`src/design/aamc_pkg.sv`:
```
// ----------------------------------------------------------------------------
// Accelerometer magnitude check: shared types and constants
// Field widths, verdict codes, register indexes, check limits and the
// pipeline item tag that travels with each sample.
// ----------------------------------------------------------------------------
package aamc_pkg;

    localparam int SAMPLE_W = 16;
    localparam int THRESH_W = 32;
    localparam int SKIP_W   = 8;
    localparam int COUNT_W  = 12;
    localparam int CFG_IDX_W = 2;

    typedef logic signed [SAMPLE_W-1:0] sample_t;
    typedef logic [THRESH_W-1:0]        thresh_t;
    typedef logic [SKIP_W-1:0]          skip_t;
    typedef logic [COUNT_W-1:0]         count_t;
    typedef logic [CFG_IDX_W-1:0]       cfg_idx_t;

    typedef enum logic [1:0] {
        VERDICT_OK    = 2'd0,
        VERDICT_MAG   = 2'd1,
        VERDICT_SPIKE = 2'd2
    } verdict_t;

    localparam cfg_idx_t CFG_MAG_LOW    = 2'd0;
    localparam cfg_idx_t CFG_MAG_HIGH   = 2'd1;
    localparam cfg_idx_t CFG_SKIP_COUNT = 2'd2;

    localparam thresh_t MAG_LOW_RST    = 32'h0000_0000;
    localparam thresh_t MAG_HIGH_RST   = 32'hFFFF_FFFF;
    localparam skip_t   SKIP_COUNT_RST = 8'd4;

    localparam logic    CMD_SAMPLE = 1'b0;
    localparam logic    CMD_START  = 1'b1;

    localparam count_t  MAG_START  = 12'd10;
    localparam count_t  VERDICT_AT = 12'd2000;

    localparam sample_t XY_HI = 16'sd30;
    localparam sample_t XY_LO = -16'sd30;
    localparam sample_t Z_HI  = 16'sd300;
    localparam sample_t Z_LO  = -16'sd300;

    // Tag carried down the pipeline with each item.
    typedef struct packed {
        logic start;
        logic sample;
        logic mag_en;
        logic spike;
        logic last;
    } tag_t;

endpackage

```
`src/design/aamc_sample_if.sv`:
```
// ----------------------------------------------------------------------------
// Sample channel
// Valid/ready channel carrying the command bit and one three-axis sample.
// ----------------------------------------------------------------------------
interface aamc_sample_if import aamc_pkg::*; ();

    logic    valid;
    logic    ready;
    logic    cmd;
    sample_t accel_x;
    sample_t accel_y;
    sample_t accel_z;

    modport source (output valid, output cmd, output accel_x, output accel_y,
                    output accel_z, input ready);
    modport sink   (input valid, input cmd, input accel_x, input accel_y,
                    input accel_z, output ready);

endinterface

```
`src/design/aamc_result_if.sv`:
```
// ----------------------------------------------------------------------------
// Result channel
// Valid/ready channel carrying the verdict of one finished run.
// ----------------------------------------------------------------------------
interface aamc_result_if import aamc_pkg::*; ();

    logic     valid;
    logic     ready;
    verdict_t verdict;

    modport source (output valid, output verdict, input ready);
    modport sink   (input valid, input verdict, output ready);

endinterface

```
`src/design/aamc_cfg_if.sv`:
```
// ----------------------------------------------------------------------------
// Configuration write channel
// Valid/ready channel carrying a register index and the write data.
// ----------------------------------------------------------------------------
interface aamc_cfg_if import aamc_pkg::*; ();

    logic     valid;
    logic     ready;
    cfg_idx_t index;
    thresh_t  data;

    modport source (output valid, output index, output data, input ready);
    modport sink   (input valid, input index, input data, output ready);

endinterface

```
`src/design/accel_average_magnitude_check_unit.sv`:
```
// ----------------------------------------------------------------------------
// Accelerometer average magnitude check
// Checks a three-axis sample stream against a moving-average magnitude
// window and single-axis spike limits, and reports one verdict per run.
// ----------------------------------------------------------------------------
// Usage:
// A start item (cmd = 1) clears the run and arms the check; the next
// skip_count sample items are dropped, then every sample is checked. The
// 2002nd checked sample closes the run: one verdict item leaves on the
// result channel and the block disarms until the next start.
// Samples update the ring and running sums in the cycle they are accepted;
// the divide-by-window multiply, the squares, the magnitude sum and the
// window compare follow in four registered stages; the last one loads the
// verdict register. One item is accepted every cycle. The only stall comes
// when a verdict reaches the last stage while the previous verdict is still
// unread; the whole pipeline then holds and sample.ready drops until
// result.ready is seen. cfg.ready is always high. Reset disarms the block,
// clears the run state and loads the register defaults; no clearing pass is
// needed.
// ----------------------------------------------------------------------------
module accel_average_magnitude_check_unit import aamc_pkg::*; #(
    parameter int WINDOW = 8
) (
    input  logic          clk,
    input  logic          rst_n,
    aamc_sample_if.sink   sample,
    aamc_result_if.source result,
    aamc_cfg_if.sink      cfg
);

    localparam int LOG_W   = $clog2(WINDOW);
    localparam int SUM_W   = SAMPLE_W + 1 + LOG_W;
    localparam int MAG_W   = SUM_W - 1;
    localparam int SHIFT   = MAG_W + LOG_W;
    localparam int RECIP_W = SHIFT + 1;
    localparam int PROD_W  = MAG_W + RECIP_W;
    localparam int AVG_W   = SAMPLE_W;
    localparam int SQ_W    = 2 * AVG_W;
    localparam int DEPTH   = WINDOW + 1;
    localparam int POS_W   = $clog2(DEPTH);

    // Rounded-up reciprocal: exact floor division for every magnitude below 2^MAG_W.
    localparam logic [RECIP_W-1:0] RECIP =
        RECIP_W'(((64'd1 << SHIFT) + 64'(WINDOW) - 64'd1) / 64'(WINDOW));
    localparam logic [POS_W-1:0] LAST_POS = POS_W'(WINDOW);

    typedef logic signed [SUM_W-1:0] sum_t;

    // Configuration registers
    thresh_t mag_low_reg;
    thresh_t mag_high_reg;
    skip_t   skip_count_reg;

    // Run state
    sample_t          ring_x_reg [DEPTH];
    sample_t          ring_y_reg [DEPTH];
    sample_t          ring_z_reg [DEPTH];
    sample_t          ring_x_next [DEPTH];
    sample_t          ring_y_next [DEPTH];
    sample_t          ring_z_next [DEPTH];
    logic [POS_W-1:0] pos_reg, pos_next, pos_succ;
    sum_t             sum_x_reg, sum_y_reg, sum_z_reg;
    sum_t             sum_x_next, sum_y_next, sum_z_next;
    sum_t             upd_x, upd_y, upd_z;
    count_t           checked_count_reg, checked_count_next;
    logic             enabled_reg, enabled_next;
    skip_t            skip_left_reg, skip_left_next;
    verdict_t         fail_code_reg, fail_code_next, fail_new;

    // Pipeline
    tag_t              s1_tag_reg, s1_tag_next, s2_tag_reg, s3_tag_reg, s4_tag_reg;
    sum_t              s1_sum_x_reg, s1_sum_y_reg, s1_sum_z_reg;
    logic [PROD_W-1:0] s2_prod_x_reg, s2_prod_y_reg, s2_prod_z_reg;
    logic [SQ_W-1:0]   s3_sq_x_reg, s3_sq_y_reg, s3_sq_z_reg;
    thresh_t           s4_mag_reg;
    logic [MAG_W-1:0]  abs_x, abs_y, abs_z;
    logic [AVG_W-1:0]  avg_x, avg_y, avg_z;

    logic     out_valid_reg, out_valid_next;
    verdict_t verdict_reg, verdict_next;

    logic stall;
    logic advance;
    logic accept;

    assign stall   = s4_tag_reg.last && out_valid_reg && !result.ready;
    assign advance = !stall;
    assign accept  = sample.valid && sample.ready;

    assign sample.ready  = advance;
    assign cfg.ready     = 1'b1;
    assign result.valid  = out_valid_reg;
    assign result.verdict = verdict_reg;

    // Configuration writes
    always_ff @(posedge clk or negedge rst_n)
    begin
        if (!rst_n)
        begin
            mag_low_reg    <= MAG_LOW_RST;
            mag_high_reg   <= MAG_HIGH_RST;
            skip_count_reg <= SKIP_COUNT_RST;
        end
        else if (cfg.valid && cfg.ready)
        begin
            case (cfg.index)
                CFG_MAG_LOW:    mag_low_reg    <= cfg.data;
                CFG_MAG_HIGH:   mag_high_reg   <= cfg.data;
                CFG_SKIP_COUNT: skip_count_reg <= cfg.data[SKIP_W-1:0];
                default:        ;
            endcase
        end
    end

    // Ring and running sums for the incoming sample
    assign pos_succ = (pos_reg == LAST_POS) ? '0 : pos_reg + 1'b1;
    assign upd_x = sum_x_reg + SUM_W'(sample.accel_x) - SUM_W'(ring_x_reg[pos_succ]);
    assign upd_y = sum_y_reg + SUM_W'(sample.accel_y) - SUM_W'(ring_y_reg[pos_succ]);
    assign upd_z = sum_z_reg + SUM_W'(sample.accel_z) - SUM_W'(ring_z_reg[pos_succ]);

    always_comb
    begin
        ring_x_next        = ring_x_reg;
        ring_y_next        = ring_y_reg;
        ring_z_next        = ring_z_reg;
        pos_next           = pos_reg;
        sum_x_next         = sum_x_reg;
        sum_y_next         = sum_y_reg;
        sum_z_next         = sum_z_reg;
        checked_count_next = checked_count_reg;
        enabled_next       = enabled_reg;
        skip_left_next     = skip_left_reg;
        s1_tag_next        = '0;

        if (accept)
        begin
            if (sample.cmd == CMD_START)
            begin
                for (int i = 0; i < DEPTH; i++)
                begin
                    ring_x_next[i] = '0;
                    ring_y_next[i] = '0;
                    ring_z_next[i] = '0;
                end
                pos_next           = '0;
                sum_x_next         = '0;
                sum_y_next         = '0;
                sum_z_next         = '0;
                checked_count_next = '0;
                skip_left_next     = skip_count_reg;
                enabled_next       = 1'b1;
                s1_tag_next.start  = 1'b1;
            end
            else if (enabled_reg)
            begin
                if (skip_left_reg != '0)
                begin
                    skip_left_next = skip_left_reg - 1'b1;
                end
                else
                begin
                    s1_tag_next.sample = 1'b1;
                    s1_tag_next.mag_en = checked_count_reg > MAG_START;
                    s1_tag_next.spike  = (sample.accel_x > XY_HI) || (sample.accel_x < XY_LO)
                                      || (sample.accel_y > XY_HI) || (sample.accel_y < XY_LO)
                                      || (sample.accel_z > Z_HI)  || (sample.accel_z < Z_LO);
                    s1_tag_next.last   = checked_count_reg > VERDICT_AT;

                    if (checked_count_reg > VERDICT_AT)
                    begin
                        // Run closes: clear as a start would, then disarm.
                        for (int i = 0; i < DEPTH; i++)
                        begin
                            ring_x_next[i] = '0;
                            ring_y_next[i] = '0;
                            ring_z_next[i] = '0;
                        end
                        pos_next           = '0;
                        sum_x_next         = '0;
                        sum_y_next         = '0;
                        sum_z_next         = '0;
                        checked_count_next = '0;
                        skip_left_next     = skip_count_reg;
                        enabled_next       = 1'b0;
                    end
                    else
                    begin
                        ring_x_next[pos_reg] = sample.accel_x;
                        ring_y_next[pos_reg] = sample.accel_y;
                        ring_z_next[pos_reg] = sample.accel_z;
                        pos_next             = pos_succ;
                        sum_x_next           = upd_x;
                        sum_y_next           = upd_y;
                        sum_z_next           = upd_z;
                        checked_count_next   = checked_count_reg + 1'b1;
                    end
                end
            end
        end
    end

    always_ff @(posedge clk or negedge rst_n)
    begin
        if (!rst_n)
        begin
            for (int i = 0; i < DEPTH; i++)
            begin
                ring_x_reg[i] <= '0;
                ring_y_reg[i] <= '0;
                ring_z_reg[i] <= '0;
            end
            pos_reg           <= '0;
            sum_x_reg         <= '0;
            sum_y_reg         <= '0;
            sum_z_reg         <= '0;
            checked_count_reg <= '0;
            enabled_reg       <= 1'b0;
            skip_left_reg     <= '0;
        end
        else
        begin
            ring_x_reg        <= ring_x_next;
            ring_y_reg        <= ring_y_next;
            ring_z_reg        <= ring_z_next;
            pos_reg           <= pos_next;
            sum_x_reg         <= sum_x_next;
            sum_y_reg         <= sum_y_next;
            sum_z_reg         <= sum_z_next;
            checked_count_reg <= checked_count_next;
            enabled_reg       <= enabled_next;
            skip_left_reg     <= skip_left_next;
        end
    end

    // Magnitude datapath
    assign abs_x = MAG_W'(s1_sum_x_reg[SUM_W-1] ? -s1_sum_x_reg : s1_sum_x_reg);
    assign abs_y = MAG_W'(s1_sum_y_reg[SUM_W-1] ? -s1_sum_y_reg : s1_sum_y_reg);
    assign abs_z = MAG_W'(s1_sum_z_reg[SUM_W-1] ? -s1_sum_z_reg : s1_sum_z_reg);

    assign avg_x = s2_prod_x_reg[SHIFT +: AVG_W];
    assign avg_y = s2_prod_y_reg[SHIFT +: AVG_W];
    assign avg_z = s2_prod_z_reg[SHIFT +: AVG_W];

    always_ff @(posedge clk)
    begin
        if (advance)
        begin
            // The pipeline sees the updated sums even on the closing sample.
            s1_sum_x_reg  <= upd_x;
            s1_sum_y_reg  <= upd_y;
            s1_sum_z_reg  <= upd_z;
            s2_prod_x_reg <= PROD_W'(abs_x) * PROD_W'(RECIP);
            s2_prod_y_reg <= PROD_W'(abs_y) * PROD_W'(RECIP);
            s2_prod_z_reg <= PROD_W'(abs_z) * PROD_W'(RECIP);
            s3_sq_x_reg   <= SQ_W'(avg_x) * SQ_W'(avg_x);
            s3_sq_y_reg   <= SQ_W'(avg_y) * SQ_W'(avg_y);
            s3_sq_z_reg   <= SQ_W'(avg_z) * SQ_W'(avg_z);
            s4_mag_reg    <= THRESH_W'(34'(s3_sq_x_reg) + 34'(s3_sq_y_reg)
                                       + 34'(s3_sq_z_reg));
        end
    end

    always_ff @(posedge clk or negedge rst_n)
    begin
        if (!rst_n)
        begin
            s1_tag_reg <= '0;
            s2_tag_reg <= '0;
            s3_tag_reg <= '0;
            s4_tag_reg <= '0;
        end
        else if (advance)
        begin
            s1_tag_reg <= s1_tag_next;
            s2_tag_reg <= s1_tag_reg;
            s3_tag_reg <= s2_tag_reg;
            s4_tag_reg <= s3_tag_reg;
        end
    end

    // Verdict tracking: the latest failure wins, the spike test last.
    always_comb
    begin
        fail_new = fail_code_reg;
        if (s4_tag_reg.start)
        begin
            fail_new = VERDICT_OK;
        end
        if (s4_tag_reg.sample)
        begin
            if (s4_tag_reg.mag_en && ((s4_mag_reg < mag_low_reg) || (s4_mag_reg > mag_high_reg)))
            begin
                fail_new = VERDICT_MAG;
            end
            if (s4_tag_reg.spike)
            begin
                fail_new = VERDICT_SPIKE;
            end
        end

        fail_code_next = fail_code_reg;
        out_valid_next = out_valid_reg && !result.ready;
        verdict_next   = verdict_reg;
        if (advance)
        begin
            fail_code_next = s4_tag_reg.last ? VERDICT_OK : fail_new;
            if (s4_tag_reg.last)
            begin
                out_valid_next = 1'b1;
                verdict_next   = fail_new;
            end
        end
    end

    always_ff @(posedge clk or negedge rst_n)
    begin
        if (!rst_n)
        begin
            fail_code_reg <= VERDICT_OK;
            out_valid_reg <= 1'b0;
        end
        else
        begin
            fail_code_reg <= fail_code_next;
            out_valid_reg <= out_valid_next;
        end
    end

    always_ff @(posedge clk)
    begin
        verdict_reg <= verdict_next;
    end

`ifndef NO_ASSERTIONS
    // A verdict only appears right after a closing sample left the last stage.
    a_verdict_from_last: assert property (@(posedge clk) disable iff (!rst_n)
        $rose(out_valid_reg) |-> $past(s4_tag_reg.last))
        else $error("verdict raised without a closing sample");

    // Input back-pressure only while a verdict collides with an unread one.
    a_stall_cause: assert property (@(posedge clk) disable iff (!rst_n)
        !sample.ready |-> (out_valid_reg && s4_tag_reg.last))
        else $error("sample channel stalled without a pending verdict");

    // A disarmed block holds a cleared run.
    a_idle_cleared: assert property (@(posedge clk) disable iff (!rst_n)
        !enabled_reg |-> ((checked_count_reg == '0) && (pos_reg == '0)))
        else $error("run state not cleared while disarmed");

    a_pos_range: assert property (@(posedge clk) disable iff (!rst_n)
        pos_reg <= LAST_POS)
        else $error("ring write position out of range");
`endif

endmodule

```
`src/flat_wrapper.sv`:
```
// flat-port wrapper written by rule: the top's interface ports become plain ports
module accel_average_magnitude_check_unit_flat import aamc_pkg::*;
#(
    parameter int WINDOW = 8
)
  (clk, rst_n, sample_valid, sample_cmd, sample_accel_x, sample_accel_y, sample_accel_z, sample_ready, result_valid, result_verdict, result_ready, cfg_valid, cfg_index, cfg_data, cfg_ready);
  aamc_sample_if sample_i ();
  aamc_result_if result_i ();
  aamc_cfg_if cfg_i ();
  input  logic clk;
  input  logic rst_n;
  input wire logic [$bits(sample_i.valid)-1:0] sample_valid;
  input wire logic [$bits(sample_i.cmd)-1:0] sample_cmd;
  input wire logic [$bits(sample_i.accel_x)-1:0] sample_accel_x;
  input wire logic [$bits(sample_i.accel_y)-1:0] sample_accel_y;
  input wire logic [$bits(sample_i.accel_z)-1:0] sample_accel_z;
  output wire logic [$bits(sample_i.ready)-1:0] sample_ready;
  output wire logic [$bits(result_i.valid)-1:0] result_valid;
  output wire logic [$bits(result_i.verdict)-1:0] result_verdict;
  input wire logic [$bits(result_i.ready)-1:0] result_ready;
  input wire logic [$bits(cfg_i.valid)-1:0] cfg_valid;
  input wire logic [$bits(cfg_i.index)-1:0] cfg_index;
  input wire logic [$bits(cfg_i.data)-1:0] cfg_data;
  output wire logic [$bits(cfg_i.ready)-1:0] cfg_ready;
  assign sample_i.valid = sample_valid;
  assign sample_i.cmd = sample_cmd;
  assign sample_i.accel_x = sample_accel_x;
  assign sample_i.accel_y = sample_accel_y;
  assign sample_i.accel_z = sample_accel_z;
  assign sample_ready = sample_i.ready;
  assign result_valid = result_i.valid;
  assign result_verdict = result_i.verdict;
  assign result_i.ready = result_ready;
  assign cfg_i.valid = cfg_valid;
  assign cfg_i.index = cfg_index;
  assign cfg_i.data = cfg_data;
  assign cfg_ready = cfg_i.ready;
  accel_average_magnitude_check_unit #(.WINDOW(WINDOW)) u_core (.clk(clk), .rst_n(rst_n), .sample(sample_i), .result(result_i), .cfg(cfg_i));
endmodule
```
`config.mk`:
```
export PLATFORM = sky130hd
export DESIGN_NAME = accel_average_magnitude_check_unit_flat
export DESIGN_NICKNAME = d
export VERILOG_FILES = /design/src/design/aamc_pkg.sv /design/src/design/aamc_sample_if.sv /design/src/design/aamc_result_if.sv /design/src/design/aamc_cfg_if.sv /design/src/design/accel_average_magnitude_check_unit.sv /design/src/flat_wrapper.sv
export SDC_FILE = /design/constraint.sdc
export NUM_CORES = 2
export LEC_CHECK = 0
export ABC_AREA = 1
export BUFFER_PORTS_ARGS = -buffer_cell sky130_fd_sc_hd__clkbuf_2
export CAP_MARGIN = 10
export CORE_ASPECT_RATIO = 0.6
export CORE_MARGIN = 2
export CORE_UTILIZATION = 60
export DETAILED_ROUTE_END_ITERATION = 8
export GPL_TIMING_DRIVEN = 1
export MAX_ROUTING_LAYER = met4
export PLACE_DENSITY = 0.83
export SETUP_SLACK_MARGIN = 0.4
export SYNTH_ARGS = -nofsm -noshare
export SYNTH_HDL_FRONTEND = slang
export SYNTH_SLANG_ARGS = --single-unit
```
`constraint.sdc`:
```
create_clock -name clk -period 18.2 [get_ports clk]
set_input_delay 4.55 -clock clk [delete_from_list [all_inputs] [get_ports clk]]
set_output_delay 4.55 -clock clk [all_outputs]
set_load 0.05 [all_outputs]
```
==> results.cfg <==
[global_route]
grt_pass1_vias = 51918
antenna_found_initial = 14
grt_max_degree = 169
grt_usage_pct = 33.39
grt_pass1_wl_um = 285200
overflow = 0

[placement]
place_hpwl_um = 129400
placed_cells = 8658
port_buffers = 91
gp_congestion = 0.9792

[synth]
synth-seq-area-share_pct = 34.37
synthCells = 7448
synth-xor-area-share_pct = 3.076
yosysTopAreaCell = dfrtp_1
yosysMostFrequentCell = inv_1
ys_types = 54
synth_flop_cell = dfrtp_1
synth_top_family_by_area = adder cells
synth_common_cells = 1623 x inv_1, 1024 x nand2_1, 605 x o21ai_0
synth_area_leaders = dfrtp_1 22%, fa_1 18%, edfxtp_1 11%, inv_1 9.3%, ha_1 8.8%
synthesis.nets = 8568
synth_compound_area_share_pct = 12.58
synth_seq_cells = 847
synth_top_area_share_pct = 22.22
synthArstFlopShare_pct = 72.26
synth_fa_ha_area_share_pct = 26.41
netlist_area_um2 = 65200
synth_warnings = 0
synth.avg_cell_area_um2 = 8.754
synth_edf_count = 235
synth-simple-area-share_pct = 11.94
synthMuxAreaShare_pct = 0.01535

[cts]
cts_hold_buffers = 0
clk_pin_slew_ns = 0.07
insertion_delay_ns = 0.72
cts_setup_buffers = 0
ctsResizeCount = 0
root_buffer = clkbuf_16
numClockSinks = 847
numCtsBuffers = 80
cts_tree = yes
cts_buffer_depth = 3
htreeDepth = 3

[critical_path]
r2r_cells = 22
path_class = input port to output port
r2r_end = u_core.s1_sum_y_reg[19]$_DFFE_PN_
cp-end-kind = output port
setup.worst_path.start = result_ready
regToRegSetupSlack_ns = 11.16
cp.arrival_ns = 5.81
worst-path-max-fanout = 40
startpoint_type = input port
critical_path_required_ns = 13.65
r2r-start = u_core.pos_reg[0]$_DFFE_PN0P_

[timing]
hold-worst-slack_ns = 0.4889
finalHoldViolCount = 0
drv_slew = 0
max_freq_mhz = 96.49
finClkSkew_ns = 0.05755
slew-limit-headroom_pct = 12.96
period_needed_ns = 10.36
rsz0062_at_grt = false
fin_setup_tns_ns = 0
setup_viol = 0
timing.final.crit_share_pct = 56.94
tightest_slew_ns = 1.301

[finish]
layout.cells.non_filler = 8819
num-fill-cells = 8445
seq_area_um2 = 22410
nets = 8437
area_growth_pct = 6.423
multi_input_area_um2 = 35320
drive_above_1_share_pct = 4.740

[hold_path]
worstHoldPathCells = 2
hold_end = u_core.mag_low_reg[21]$_DFFE_PN0P_
hp-class = flip-flop to flip-flop
hold_start = u_core.mag_low_reg[21]$_DFFE_PN0P_

[detailed_routing]
top_layer_used = met4
wl_met1_um = 75660
wl_um = 177600
wl_met2_um = 74620
first_iter_violations = 6647
vias = 52447
ant_nets = 0
first_pass_iters = 8
drc = 0
avgViaCountPerCell = 5.947
avgRoutedWirePerCell_um = 20.13
dr_wl_met3_um = 22260

[floorplan]
die_y_um = 259.3
rows = 93
core_area_um2 = 107500
initial_core_util_pct = 60.64
die-area_um2 = 111400
die_w_um = 429.6
ios = 93

[flow_run]
max_cap_viol_count = 0

[status]
status = finished clean
## placed cells by master, fill, tap and decap left out, drive strengths merged, types with 7 or more instances in the layout
cell type / Yosys / final
dfrtp: 579 / 579
nor3: 45 / 45
o21bai: 24 / 24
xnor2: 74 / 74
fa: 574 / 574
nand2: 1025 / 1025
a21o: 19 / 19
nor4: 17 / 17
o211ai: 21 / 21
or2: 10 / 10
and2: 7 / 7
o21ai: 703 / 703
dfstp: 33 / 33
o21a: 13 / 13
ha: 458 / 458
diode: 0 / 10
clkbuf: 255 / 197
a211oi: 8 / 8
nand4: 50 / 50
o22ai: 258 / 258
inv: 1626 / 1633
edfxtp: 235 / 235
xor2: 155 / 155
nand3: 433 / 433
a31oi: 19 / 19
clkinv: 27 / 52
nor2: 237 / 237
a21boi: 11 / 11
a21oi: 423 / 423
buf: 84 / 36
## critical path, stage by stage
cell and delay, ns:
clkbuf_2 0.10, inv_1 0.06, nand2_1 0.11, nor2_2 0.06
buf_4 0.23, inv_8 0.27, clkbuf_2 0.36
## metrics by stage
| stage | cell area, um^2 | utilization, % | worst slack [ns] |
|---|---|---|---|
| global placement | 66470 | 61.82 | 7.858 |
| finish | 69390 | 64.54 | 7.836 |
| detailed placement | 66470 | 61.82 | 7.836 |
| global route | 69390 | 64.54 | 7.780 |
| floorplan | 65200 | - | 1.961 |
| CTS | 69320 | 64.47 | 7.829 |
## worst max path at each step
stage | end | depth (start not counted) | slack (ns)
after floorplan | sample_ready | 5 | 1.96
after global placement | sample_ready | 7 | 7.86
after detailed placement | sample_ready | 7 | 7.84
after CTS | sample_ready | 7 | 7.83
after global routing | sample_ready | 7 | 7.78
final | sample_ready | 7 | 7.84
## layout make-up
class,count,area share (%)
Clock buffer,107,3.361
Inverter,1653,8.954
Timing Repair Buffer,126,1.132
Tap cell,1425,2.569
Antenna cell,10,0.03606
Clock inverter,42,0.7429
Multi-Input combinational cell,4609,50.90
Sequential cell,847,32.30
## metal layers
layer,track usage (%),vias up
met5,-,-
met4,9.595,0
met3,7.985,352
met2,46.57,3009
met1,48.57,25580
li1,-,23506
## cells by family after synthesis
kind of cell / Yosys count
AOI/OAI and AO/OA: 1511
xor gates and xnor gates: 229
adders and majority gates: 1032
buffers and inverters: 1992
DFF: 847
muxes: 1
other: 1
and+or+nand+nor: 1835
Power is not shown: default switching activity piles up to over one toggle a cycle in this logic, so the estimate is an artifact.
